## src/design/cvt_pkg.sv

```systemverilog
// Shared constants, codes and control structs of the compacting value table.
package cvt_pkg;

  localparam int DEF_MAX_ENTRIES = 32;
  localparam int LIMIT_W         = 6;
  localparam int VALUE_W         = 32;
  localparam int INDEX_W         = 5;
  localparam int CMD_W           = 2;
  localparam int STATUS_W        = 2;
  localparam int IN_TDATA_W      = 32;
  localparam int OUT_TDATA_W     = 40;

  localparam logic [LIMIT_W-1:0] LIMIT_RESET = 6'd32;

  // Command codes carried in in_tuser.
  localparam logic [CMD_W-1:0] CMD_APPEND = 2'd0;
  localparam logic [CMD_W-1:0] CMD_SEARCH = 2'd1;
  localparam logic [CMD_W-1:0] CMD_REMOVE = 2'd2;
  localparam logic [CMD_W-1:0] CMD_DUMP   = 2'd3;

  // Result status codes carried in out_tuser.
  localparam logic [STATUS_W-1:0] ST_OK    = 2'd0;
  localparam logic [STATUS_W-1:0] ST_FULL  = 2'd1;
  localparam logic [STATUS_W-1:0] ST_MISS  = 2'd2;
  localparam logic [STATUS_W-1:0] ST_EMPTY = 2'd3;

  // Sources of a result loaded into the output register.
  localparam logic [2:0] EMIT_APPEND = 3'd0;
  localparam logic [2:0] EMIT_FULL   = 3'd1;
  localparam logic [2:0] EMIT_EMPTY  = 3'd2;
  localparam logic [2:0] EMIT_MISS   = 3'd3;
  localparam logic [2:0] EMIT_HIT    = 3'd4;
  localparam logic [2:0] EMIT_PEND   = 3'd5;

  typedef struct packed {
    logic             latch;     // take the accepted item, restart the walk
    logic             emit;      // load the output register
    logic [2:0]       emit_sel;
    logic             emit_last;
    logic             app_wr;    // store the operand at the end, grow the count
    logic             idx_inc;
    logic             rd_next;   // read the entry above the walk index
    logic             shift_wr;  // move the read entry down to the walk index
    logic             cnt_dec;
    logic             pend_set;
  } cvt_ctl_t;

  typedef struct packed {
    logic [CMD_W-1:0] cmd;
    logic             empty;
    logic             room;
    logic             match;
    logic             at_end;
    logic             sh_end;
    logic             pend_v;
    logic             out_free;
  } cvt_sts_t;

endpackage

```

## src/design/cvt_ram.sv

```systemverilog
// Generic single-write, single-read RAM with registered read data.
module cvt_ram #(
  parameter int WIDTH = 32,
  parameter int DEPTH = 32,
  parameter int AW    = (DEPTH > 1) ? $clog2(DEPTH) : 1
) (
  input  logic             clk,
  input  logic             we,
  input  logic [AW-1:0]    waddr,
  input  logic [WIDTH-1:0] wdata,
  input  logic [AW-1:0]    raddr,
  output logic [WIDTH-1:0] rdata
);

  logic [WIDTH-1:0] mem [DEPTH];

  always_ff @(posedge clk) begin
    if (we) begin
      mem[waddr] <= wdata;
    end
    rdata <= mem[raddr];
  end

endmodule

```

## src/design/cvt_ctrl.sv

```systemverilog
// Sequencer of the table: steps the walk, shift and result emission.
module cvt_ctrl import cvt_pkg::*; (
  input  logic      clk,
  input  logic      rst_n,
  input  logic      in_tvalid,
  output logic      in_tready,
  input  cvt_sts_t  sts,
  output cvt_ctl_t  ctl
);

  localparam logic [2:0] S_IDLE  = 3'd0;
  localparam logic [2:0] S_START = 3'd1;
  localparam logic [2:0] S_READ  = 3'd2;
  localparam logic [2:0] S_CHECK = 3'd3;
  localparam logic [2:0] S_FLUSH = 3'd4;
  localparam logic [2:0] S_SHR   = 3'd5;
  localparam logic [2:0] S_SHW   = 3'd6;

  logic [2:0] state_r, state_nxt;

  assign in_tready = (state_r == S_IDLE);

  always_comb begin
    state_nxt = state_r;
    ctl       = '0;
    case (state_r)
      S_IDLE: begin
        if (in_tvalid) begin
          ctl.latch = 1'b1;
          state_nxt = S_START;
        end
      end
      S_START: begin
        if (sts.cmd == CMD_APPEND) begin
          if (sts.out_free) begin
            ctl.emit      = 1'b1;
            ctl.emit_last = 1'b1;
            ctl.emit_sel  = sts.room ? EMIT_APPEND : EMIT_FULL;
            ctl.app_wr    = sts.room;
            state_nxt     = S_IDLE;
          end
        end else if (sts.empty) begin
          if (sts.out_free) begin
            ctl.emit      = 1'b1;
            ctl.emit_last = 1'b1;
            ctl.emit_sel  = EMIT_EMPTY;
            state_nxt     = S_IDLE;
          end
        end else begin
          state_nxt = S_READ;
        end
      end
      S_READ: begin
        state_nxt = S_CHECK;
      end
      S_CHECK: begin
        case (sts.cmd)
          CMD_DUMP: begin
            if (sts.out_free) begin
              ctl.emit      = 1'b1;
              ctl.emit_sel  = EMIT_HIT;
              ctl.emit_last = sts.at_end;
              ctl.idx_inc   = !sts.at_end;
              state_nxt     = sts.at_end ? S_IDLE : S_READ;
            end
          end
          CMD_REMOVE: begin
            if (sts.match) begin
              if (sts.out_free) begin
                ctl.emit      = 1'b1;
                ctl.emit_sel  = EMIT_HIT;
                ctl.emit_last = 1'b1;
                ctl.cnt_dec   = sts.at_end;
                state_nxt     = sts.at_end ? S_IDLE : S_SHR;
              end
            end else if (sts.at_end) begin
              if (sts.out_free) begin
                ctl.emit      = 1'b1;
                ctl.emit_sel  = EMIT_MISS;
                ctl.emit_last = 1'b1;
                state_nxt     = S_IDLE;
              end
            end else begin
              ctl.idx_inc = 1'b1;
              state_nxt   = S_READ;
            end
          end
          default: begin
            // Search holds the latest match back until it is known whether
            // another one follows, which decides its last flag.
            if (sts.match && sts.pend_v) begin
              if (sts.out_free) begin
                ctl.emit     = 1'b1;
                ctl.emit_sel = EMIT_PEND;
                ctl.pend_set = 1'b1;
                ctl.idx_inc  = !sts.at_end;
                state_nxt    = sts.at_end ? S_FLUSH : S_READ;
              end
            end else begin
              ctl.pend_set = sts.match;
              ctl.idx_inc  = !sts.at_end;
              state_nxt    = sts.at_end ? S_FLUSH : S_READ;
            end
          end
        endcase
      end
      S_FLUSH: begin
        if (sts.out_free) begin
          ctl.emit      = 1'b1;
          ctl.emit_last = 1'b1;
          ctl.emit_sel  = sts.pend_v ? EMIT_PEND : EMIT_MISS;
          state_nxt     = S_IDLE;
        end
      end
      S_SHR: begin
        ctl.rd_next = 1'b1;
        state_nxt   = S_SHW;
      end
      S_SHW: begin
        ctl.shift_wr = 1'b1;
        ctl.idx_inc  = 1'b1;
        ctl.cnt_dec  = sts.sh_end;
        state_nxt    = sts.sh_end ? S_IDLE : S_SHR;
      end
      default: begin
        state_nxt = S_IDLE;
      end
    endcase
  end

  always_ff @(posedge clk) begin
    if (!rst_n) begin
      state_r <= S_IDLE;
    end else begin
      state_r <= state_nxt;
    end
  end

  // A shift step always moves an entry that lies inside the table.
  a_shift_in_range: assert property (@(posedge clk) disable iff (!rst_n)
    ctl.shift_wr |-> !sts.empty && !sts.at_end)
    else $error("shift step past the end of the table");

  // The walk only starts for a non-append command on a non-empty table.
  a_walk_entry: assert property (@(posedge clk) disable iff (!rst_n)
    (state_r == S_START && state_nxt == S_READ) |-> sts.cmd != CMD_APPEND && !sts.empty)
    else $error("walk started for append or on an empty table");

  a_state_known: assert property (@(posedge clk) disable iff (!rst_n)
    state_r <= S_SHW)
    else $error("sequencer in an unknown state");

endmodule

```

## src/design/cvt_dp.sv

```systemverilog
// Datapath of the table: entry RAM, fill count, walk index and output register.
module cvt_dp import cvt_pkg::*; #(
  parameter int MAX_ENTRIES = DEF_MAX_ENTRIES
) (
  input  logic                   clk,
  input  logic                   rst_n,
  input  logic                   cfg_wr_en,
  input  logic [LIMIT_W-1:0]     cfg_wr_data,
  input  logic [IN_TDATA_W-1:0]  in_tdata,
  input  logic [CMD_W-1:0]       in_tuser,
  input  logic                   out_tready,
  output logic                   out_tvalid,
  output logic [OUT_TDATA_W-1:0] out_tdata,
  output logic [STATUS_W-1:0]    out_tuser,
  output logic                   out_tlast,
  input  cvt_ctl_t               ctl,
  output cvt_sts_t               sts
);

  localparam int CNT_W = $clog2(MAX_ENTRIES + 1);
  localparam int IDX_W = (MAX_ENTRIES > 1) ? $clog2(MAX_ENTRIES) : 1;
  localparam int CAP_W = (CNT_W > LIMIT_W) ? CNT_W : LIMIT_W;

  logic [LIMIT_W-1:0]     limit_r;
  logic [CNT_W-1:0]       count_r;
  logic [CMD_W-1:0]       cmd_r;
  logic [VALUE_W-1:0]     val_r;
  logic [IDX_W-1:0]       idx_r;
  logic                   pend_v_r;
  logic [IDX_W-1:0]       pend_idx_r;
  logic [VALUE_W-1:0]     pend_val_r;
  logic                   out_valid_r;
  logic [STATUS_W-1:0]    out_status_r;
  logic [INDEX_W-1:0]     out_index_r;
  logic [VALUE_W-1:0]     out_value_r;
  logic                   out_last_r;

  logic [CAP_W-1:0]       lim_x, max_x, cap_x;
  logic [CNT_W-1:0]       cap;
  logic [CNT_W:0]         idx_x, cnt_x;
  logic [VALUE_W-1:0]     rdata;
  logic                   ram_we;
  logic [IDX_W-1:0]       ram_waddr, ram_raddr;
  logic [VALUE_W-1:0]     ram_wdata;
  logic                   out_free;
  logic [STATUS_W-1:0]    sel_status;
  logic [IDX_W-1:0]       sel_idx;
  logic [VALUE_W-1:0]     sel_value;
  logic [IDX_W+INDEX_W-1:0] sel_idx_wide;

  // Capacity: a limit of zero acts as one, anything above the depth as the depth.
  assign lim_x = CAP_W'(limit_r);
  assign max_x = CAP_W'(MAX_ENTRIES);
  assign cap_x = (lim_x == '0) ? CAP_W'(1) : ((lim_x > max_x) ? max_x : lim_x);
  assign cap   = cap_x[CNT_W-1:0];

  assign idx_x = (CNT_W+1)'(idx_r);
  assign cnt_x = (CNT_W+1)'(count_r);

  assign out_free = !out_valid_r || out_tready;

  assign sts.cmd      = cmd_r;
  assign sts.empty    = (count_r == '0);
  assign sts.room     = (count_r < cap);
  assign sts.match    = (rdata == val_r);
  assign sts.at_end   = (idx_x + (CNT_W+1)'(1) == cnt_x);
  assign sts.sh_end   = (idx_x + (CNT_W+1)'(2) >= cnt_x);
  assign sts.pend_v   = pend_v_r;
  assign sts.out_free = out_free;

  assign ram_we    = ctl.app_wr || ctl.shift_wr;
  assign ram_waddr = ctl.app_wr ? count_r[IDX_W-1:0] : idx_r;
  assign ram_wdata = ctl.app_wr ? val_r : rdata;
  assign ram_raddr = ctl.rd_next ? idx_r + IDX_W'(1) : idx_r;

  cvt_ram #(
    .WIDTH (VALUE_W),
    .DEPTH (MAX_ENTRIES),
    .AW    (IDX_W)
  ) u_ram (
    .clk   (clk),
    .we    (ram_we),
    .waddr (ram_waddr),
    .wdata (ram_wdata),
    .raddr (ram_raddr),
    .rdata (rdata)
  );

  always_comb begin
    sel_status = ST_OK;
    sel_idx    = '0;
    sel_value  = '0;
    case (ctl.emit_sel)
      EMIT_APPEND: begin
        sel_idx   = count_r[IDX_W-1:0];
        sel_value = val_r;
      end
      EMIT_FULL:  sel_status = ST_FULL;
      EMIT_EMPTY: sel_status = ST_EMPTY;
      EMIT_MISS:  sel_status = ST_MISS;
      EMIT_HIT: begin
        sel_idx   = idx_r;
        sel_value = rdata;
      end
      EMIT_PEND: begin
        sel_idx   = pend_idx_r;
        sel_value = pend_val_r;
      end
      default: sel_status = ST_OK;
    endcase
  end

  assign sel_idx_wide = (IDX_W+INDEX_W)'(sel_idx);

  always_ff @(posedge clk) begin
    if (!rst_n) begin
      limit_r     <= LIMIT_RESET;
      count_r     <= '0;
      out_valid_r <= 1'b0;
      pend_v_r    <= 1'b0;
    end else begin
      if (cfg_wr_en) begin
        limit_r <= cfg_wr_data;
        count_r <= '0;
      end else if (ctl.app_wr) begin
        count_r <= count_r + CNT_W'(1);
      end else if (ctl.cnt_dec) begin
        count_r <= count_r - CNT_W'(1);
      end
      if (ctl.latch) begin
        pend_v_r <= 1'b0;
      end else if (ctl.pend_set) begin
        pend_v_r <= 1'b1;
      end
      if (ctl.emit) begin
        out_valid_r <= 1'b1;
      end else if (out_tready) begin
        out_valid_r <= 1'b0;
      end
    end
  end

  always_ff @(posedge clk) begin
    if (ctl.latch) begin
      cmd_r <= in_tuser;
      val_r <= in_tdata;
      idx_r <= '0;
    end else if (ctl.idx_inc) begin
      idx_r <= idx_r + IDX_W'(1);
    end
    if (ctl.pend_set) begin
      pend_idx_r <= idx_r;
      pend_val_r <= rdata;
    end
    if (ctl.emit) begin
      out_status_r <= sel_status;
      out_index_r  <= sel_idx_wide[INDEX_W-1:0];
      out_value_r  <= sel_value;
      out_last_r   <= ctl.emit_last;
    end
  end

  assign out_tvalid = out_valid_r;
  assign out_tuser  = out_status_r;
  assign out_tlast  = out_last_r;
  assign out_tdata  = {(OUT_TDATA_W-VALUE_W-INDEX_W)'(0), out_value_r, out_index_r};

  a_count_le_cap: assert property (@(posedge clk) disable iff (!rst_n)
    count_r <= cap)
    else $error("fill count above capacity");

  a_emit_free: assert property (@(posedge clk) disable iff (!rst_n)
    ctl.emit |-> out_free)
    else $error("result loaded over an untaken result");

  a_append_room: assert property (@(posedge clk) disable iff (!rst_n)
    ctl.app_wr |-> (count_r < cap) && !cfg_wr_en)
    else $error("append stored into a full table");

endmodule

```

## src/design/compacting_value_table_unit.sv

```systemverilog
// Top level of the compacting value table: sequencer plus datapath.
//
//   channel | ports                          | contents
//   --------+--------------------------------+--------------------------------------
//   in      | in_tvalid/in_tready            | tdata: operand_value; tuser: cmd
//   out     | out_tvalid/out_tready/out_tlast| tdata: entry_index, entry_value; tuser: status
//   cfg     | cfg_wr_en/cfg_wr_data          | table_limit, write empties the table
//
// The entry RAM read is registered, so dump walks the entries with a read state and a
// check state each, search adds a flush state, and remove compares entries until a
// match, then moves each later entry down with a read and a write state.
// Reset sets the fill count to zero and the limit to 32; the RAM is not cleared.
// A new item is taken only after the previous one is done; a stalled output
// holds the walk until the output register frees up.
module compacting_value_table_unit import cvt_pkg::*; #(
  parameter int MAX_ENTRIES = DEF_MAX_ENTRIES
) (
  input  logic                   clk,
  input  logic                   rst_n,
  input  logic                   cfg_wr_en,
  input  logic [LIMIT_W-1:0]     cfg_wr_data,
  input  logic                   in_tvalid,
  output logic                   in_tready,
  input  logic [IN_TDATA_W-1:0]  in_tdata,   // [31:0] operand_value
  input  logic [CMD_W-1:0]       in_tuser,   // [1:0] cmd
  output logic                   out_tvalid,
  input  logic                   out_tready,
  output logic [OUT_TDATA_W-1:0] out_tdata,  // [4:0] entry_index, [36:5] entry_value
  output logic [STATUS_W-1:0]    out_tuser,  // [1:0] status
  output logic                   out_tlast   // last
);

  cvt_ctl_t ctl;
  cvt_sts_t sts;

  cvt_ctrl u_ctrl (
    .clk       (clk),
    .rst_n     (rst_n),
    .in_tvalid (in_tvalid),
    .in_tready (in_tready),
    .sts       (sts),
    .ctl       (ctl)
  );

  cvt_dp #(
    .MAX_ENTRIES (MAX_ENTRIES)
  ) u_dp (
    .clk         (clk),
    .rst_n       (rst_n),
    .cfg_wr_en   (cfg_wr_en),
    .cfg_wr_data (cfg_wr_data),
    .in_tdata    (in_tdata),
    .in_tuser    (in_tuser),
    .out_tready  (out_tready),
    .out_tvalid  (out_tvalid),
    .out_tdata   (out_tdata),
    .out_tuser   (out_tuser),
    .out_tlast   (out_tlast),
    .ctl         (ctl),
    .sts         (sts)
  );

endmodule
```

## config.mk

```make
export PLATFORM = sky130hd
export DESIGN_NAME = compacting_value_table_unit
export DESIGN_NICKNAME = d
export VERILOG_FILES = /design/src/design/cvt_pkg.sv /design/src/design/cvt_ram.sv /design/src/design/cvt_ctrl.sv /design/src/design/cvt_dp.sv /design/src/design/compacting_value_table_unit.sv
export SDC_FILE = /design/constraint.sdc
export NUM_CORES = 2
export LEC_CHECK = 0
export BUFFER_PORTS_ARGS = -buffer_cell sky130_fd_sc_hd__buf_2
export CAP_MARGIN = 0
export CORE_UTILIZATION = 40
export CTS_CLUSTER_SIZE = 14
export DETAILED_ROUTE_END_ITERATION = 16
export PLACE_DENSITY = 0.54
export SKIP_LAST_GASP = 1
export SLEW_MARGIN = 40
export SYNTH_ARGS = -nofsm -noshare
export SYNTH_HDL_FRONTEND = slang
export SYNTH_HIERARCHICAL = 1
export SYNTH_SLANG_ARGS = --single-unit
```

## constraint.sdc

```tcl
create_clock -name clk -period 11 [get_ports clk]
set_input_delay 0.55 -clock clk [delete_from_list [all_inputs] [get_ports clk]]
set_output_delay 0.55 -clock clk [all_outputs]
set_load 0.01 [all_outputs]
```

After elaboration in Yosys (flattened, before gate mapping)
Memories as Yosys holds them, arrays and structs flattened. A register that Yosys moved wholly into a read port is not among the register bits.
Index checks and enable logic that the tools add are counted.

storage, ports and cells
  register bits after elaboration = 133
  RAM bits = 1024
  input port bits = 45
  output and inout port bits = 45
  logic and storage cells = 126
  memories = 1

memory list
  memory          words  bits a word  read ports  clocked after memory_dff  wr ports  RTL line       RTL
  u_dp.u_ram.mem  32     32           1           1                         1         cvt_ram.sv:15  logic [WIDTH-1:0] mem [DEPTH];

cells by class
  add/sub/neg operators = 5
  magnitude comparators = 3
  equal/unequal tests = 19
  mux-type cells = 67
  bitwise logic cells = 1
  reductions and logical operators = 16

operators with widths
  kind                                                    count
  case mux 32 bit (3 select lines)                        1
  two-way mux 5 bit                                       11
  two-way mux 3 bit                                       14
  == test 32 bit                                          1
  two-way mux 32 bit                                      1
  two-way mux 6 bit                                       5
  case mux 5 bit (3 select lines)                         2
  two-way mux 1 bit                                       22
  case mux 3 bit (7 select lines)                         1
  == test 3 bit (second input constant)                   5
  == test 3 x 2 -> 1 bit (second input constant)          4
  zero test 6 bit                                         2
  two-way mux 4 bit                                       2
  inequality test 4 x 3 -> 1 bit (second input constant)  2
  case mux 1 bit (2 select lines)                         4
  case mux 4 bit (2 select lines)                         1
  == test 7 x 6 -> 1 bit                                  1
  greater-or-equal comparator 7 x 6 -> 1 bit              1
  adder 5 x 1 -> 6 bit (second input constant)            1
  adder 5 x 2 -> 6 bit (second input constant)            1
  adder 6 x 1 -> 6 bit (second input constant)            1
  == test 3 x 1 -> 1 bit (second input constant)          2
  greater-than comparator 6 bit (second input constant)   1
  zero test 3 bit                                         2
  17 further kinds                                        23

Longest topological paths before layout
  word-level depth = 11
  gate-level depth with buffers = 17
  mapped depth without buffers = 15

Hierarchy
Netlist, hierarchy kept.

by module, submodules not included
  module    instances  cells each  area an instance (sq um)
  cvt_ram   1          2260        40492.6
  cvt_dp    1          503         6518.8
  cvt_ctrl  1          82          535.5

Worst setup path before layout
No wires, ideal clock.

  path type = reg-to-reg
  start point = reg u_dp.val_r[10]
  end point = reg u_dp.pend_idx_r[0], enable pin
  library setup time = 0.637 ns
  arrival = 7.189 ns
  data required time = 10.363 ns
  setup slack = 3.174 ns
  stages on the path, launching flop included = 7
  period minus slack after synthesis = 7.826 ns
  path through = edfxtp_1 xor2_1 nor4_1 nand4_1 nor2_1 inv_1 a2111oi_0

RTL lines
  what                    RTL line       RTL
  from (decl)             cvt_dp.sv:27   logic [VALUE_W-1:0] val_r;
  from (signal assigned)  cvt_dp.sv:146  val_r <= in_tdata;
  to (signal assigned)    cvt_dp.sv:152  pend_idx_r <= idx_r;
  to (decl)               cvt_dp.sv:30   logic [IDX_W-1:0] pend_idx_r;

==> impl_results.md <==
* Status: finished clean
* RR Endpoint: u_dp/u_ram/mem[1][21]
* Worst EP required at 11,370 ps
* Post-CTS Setup Inserts at 0
* Clock power frac at 0.433
* RD Place Congestion at 0.8009
* First-pass DRT Iterations at 5
* Non-Filler Instances at 4,639
* Worst hold stages at 1
* Inst Count DP at 4,374
* Critical Path Max Stage Delay at 620 ps
* P_sw at 0.001853 W
* Leak at 16.75 nW
* Die area at 120,200 sq um
* Die Y-Extent at 346.8 um
* Antenna viol nets, final at 0
* Maximum resistive drop on vdd at 0.1122 mV
* Max FO, Critical Path at 47
* Flop pwr share at 0.544
* Fin. max-slew vios at 0
* Proportion of layout cells with a drive suffix above 1 at 0.1479
* Setup Skew at 29.38 ps
* Peak Freq at 207.5 MHz
* Nets@finish at 3,059
* Top FF cell, synth: edfxtp_1
* Synth Warn # at 6
* Hold Startpoint: in_tdata[16]
* Final worst-path cycle share at 0.4382
* CTS Buffer Depth at 3
* CP most frequent cell: buf_4
* Synth area leader: edfxtp_1
* Via count at 25.69k
* Slew margin rel. at 0.3847
* Clk slew on worst S/H paths at 60 ps
* Clock Latency Late Sink at 730 ps
* Setup TNS at 0 ps
* Worst Tran Pin Value at 918.6 ps
* WP buf/inv at 2
* Worst Setup Path Type: reg -> reg
* Maximum Capacitance Violations at 0
* CP Launch Type: register
* Final Setup Violations at 0
* Most common cell after layout, fill and taps aside: edfxtp_1
* Syn_area_per_cell at 16.71 sq um
* Sequential element share of the synthesized area at 0.7396
* Worst R2R Setup Slack at 6180 ps
* Endpoint class of the critical path: register
* Die width at 346.8 um
* Area grow syn2layout at 14.94%
* RSZ-0062 raised after global routing: no
* Row count at 126
* PortBufs at 86
* GR Overflow Total at 0
* EDFF count, synth at 1,135
* Crit path max-delay family: simple AND/OR/NAND/NOR gates
* First-pass GRT wire length at 173,300 um
* Core ar. at 117,900 sq um
* Area contributors post-synth: edfxtp_1 72%, mux2i_1 11%, dfxtp_1 2.3%
* Largest net degree at the start of global routing at 129
* CTS sink cnt at 1,189
* Crit path DAT at 5190 ps
* Initial Util at 0.4032
* Antenna violations before repair at 4
* Mapped Cells at 2,845
* Final hold vios at 0
* CTS buffer count at 120
* Number of global-route vias before repair at 25.60k
* Commonest non-fill, non-tap cells in the layout: 1,135 x edfxtp_1, 518 x mux2i_1, 133 x a22oi_1
* HP Class: in -> reg
* Hold WS at 99.97 ps
* Post-synth ARST share at 0
* IO Pins at 90
* # resized after CTS at 0
* Cts-stage hold buffer count at 33
* Final wirelength at 116,700 um
* Cells along the critical path: ha_1 > a21oi_1 > o21ai_0 > a31oi_1 > nand2_1 > nor4_2 > buf_4 > mux2_2 > or3_1 > nor2_4 > buf_4
* Routed WL per cell at 25.16 um
* Post-synthesis register bit count at 1,189
* Combinational group share of total power at 0.023
* Number of H-tree levels at 3
* Min Tclk post-route at 4820 ps
* WHS Endpoint: u_dp/val_r[16]
* Crit-path slowest cell: dfxtp_1
* GRT Overall Usage at 0.1925
* CTS tree: built
* Clock Root Buffer: clkbuf_16
* DRC Markers at 0
* Initial drt markers at 2,050
* Via density at 5.538
* Worst r2r src: u_dp/count_r[3]
* DP HPWL at 71,280 um
* Reg2reg path depth at 11
* Netlist Area Pre-Place at 47,550 sq um
* Power per standard cell area at 168.2 nW/um^2
* Synth top area share at 0.7168
* Sw Ratio at 0.2016
* Yosys cell types at 62
* Pint at 0.007339 W
how the worst max path moves through the flow:
stage,startpoint,to,cells past startpoint
floorplan,u_dp/val_r[10],u_dp/pend_idx_r[0],6
global placement,u_dp/count_r[3],u_dp/u_ram/mem[17][25],10
detailed placement,u_dp/count_r[3],u_dp/u_ram/mem[1][5],11
CTS,u_dp/count_r[3],u_dp/u_ram/mem[1][21],11
global route,u_dp/count_r[3],u_dp/u_ram/mem[1][21],11
finish,u_dp/count_r[3],u_dp/u_ram/mem[1][21],11
Yosys cell counts, drive strengths merged (2+ instances only):
| library cell | count |
|---|---|
| nand3b | 6 |
| buf | 108 |
| a31oi | 35 |
| mux2 | 71 |
| or4 | 3 |
| nand2b | 10 |
| or2 | 3 |
| inv | 14 |
| a22o | 64 |
| nand4 | 7 |
| mux2i | 518 |
| o211ai | 2 |
| nor2b | 12 |
| a21o | 5 |
| ha | 17 |
| a22oi | 133 |
| xnor2 | 11 |
| nor3 | 37 |
| or3b | 3 |
| nor2 | 97 |
| o21a | 3 |
| clkbuf | 58 |
| edfxtp | 1135 |
| nand2 | 123 |
| a21boi | 2 |
| a2111oi | 3 |
| o311ai | 2 |
| xor2 | 40 |
| and3 | 2 |
| o22ai | 3 |
| and2 | 2 |
| o21ai | 11 |
| nor3b | 3 |
| a21oi | 107 |
| a211oi | 3 |
| or3 | 2 |
| nor4 | 12 |
| dfxtp | 54 |
| nand3 | 107 |
| a211o | 3 |
| o31ai | 2 |
flip-flops by register name, indices dropped and copies added, names as in the netlist:
signal / cells
u_ctrl/state_r: 3
u_dp/cmd_r: 2
u_dp/count_r: 6
u_dp/idx_r: 5
u_dp/lim_x: 6
u_dp/out_index_r: 5
u_dp/out_tlast: 1
u_dp/out_tuser: 2
u_dp/out_tvalid: 1
u_dp/out_value_r: 32
u_dp/pend_idx_r: 5
u_dp/pend_v_r: 1
u_dp/pend_val_r: 32
u_dp/u_ram/mem: 1024
u_dp/u_ram/rdata: 32
u_dp/val_r: 32
cells by family after synthesis:
logic type	synth area share
other	0.00007887
adder cells (fa/ha/maj)	0.004895
AND/OR/NAND/NOR	0.04266
buffers and inverters	0.02139
AO/OA/AOI/OAI	0.05616
multiplexers	0.1259
XOR/XNOR	0.009395
flip-flops	0.7396
per-layer routing:
metal / wire [um] / track usage
met1: 55120 / 0.2855
met2: 53360 / 0.2974
met3: 5944 / 0.02872
met4: 2307 / 0.04560
met5: 0 / 0
layout make-up:
type | count | area, sq um
Clock inverter | 53 | 496.7
Clock buffer | 170 | 3344
Tap cell | 1536 | 1922
Timing Repair Buffer | 193 | 1923
Inverter | 14 | 52.55
Sequential cell | 1189 | 35160
Antenna cell | 6 | 15.01
Multi-Input combinational cell | 1478 | 11730
Fill cell | 10060 | 63270
through the flow:
step | instance area, sq um | power (W) | setup slack (ps) | utilization
floorplan | 47550 | 0.005200 | 3174 | -
global placement | 49580 | 0.005295 | 6033 | 0.4204
detailed placement | 50350 | 0.005300 | 6229 | 0.4270
CTS | 54520 | 0.009285 | 6176 | 0.4624
global route | 54630 | 0.009468 | 5956 | 0.4633
finish | 54650 | 0.009192 | 6180 | 0.4634
power groups by stage:
stage	clock (W)	sequential, W	combinational, W
global placement	0	0.00510	0.000196
global route	0.00423	0.00500	0.000230
detailed placement	0	0.00510	0.000202
floorplan	0	0.00509	0.000108
CTS	0.00407	0.00500	0.000213
finish	0.00398	0.00500	0.000211
Note: power is estimated with default switching activity, not from simulation.
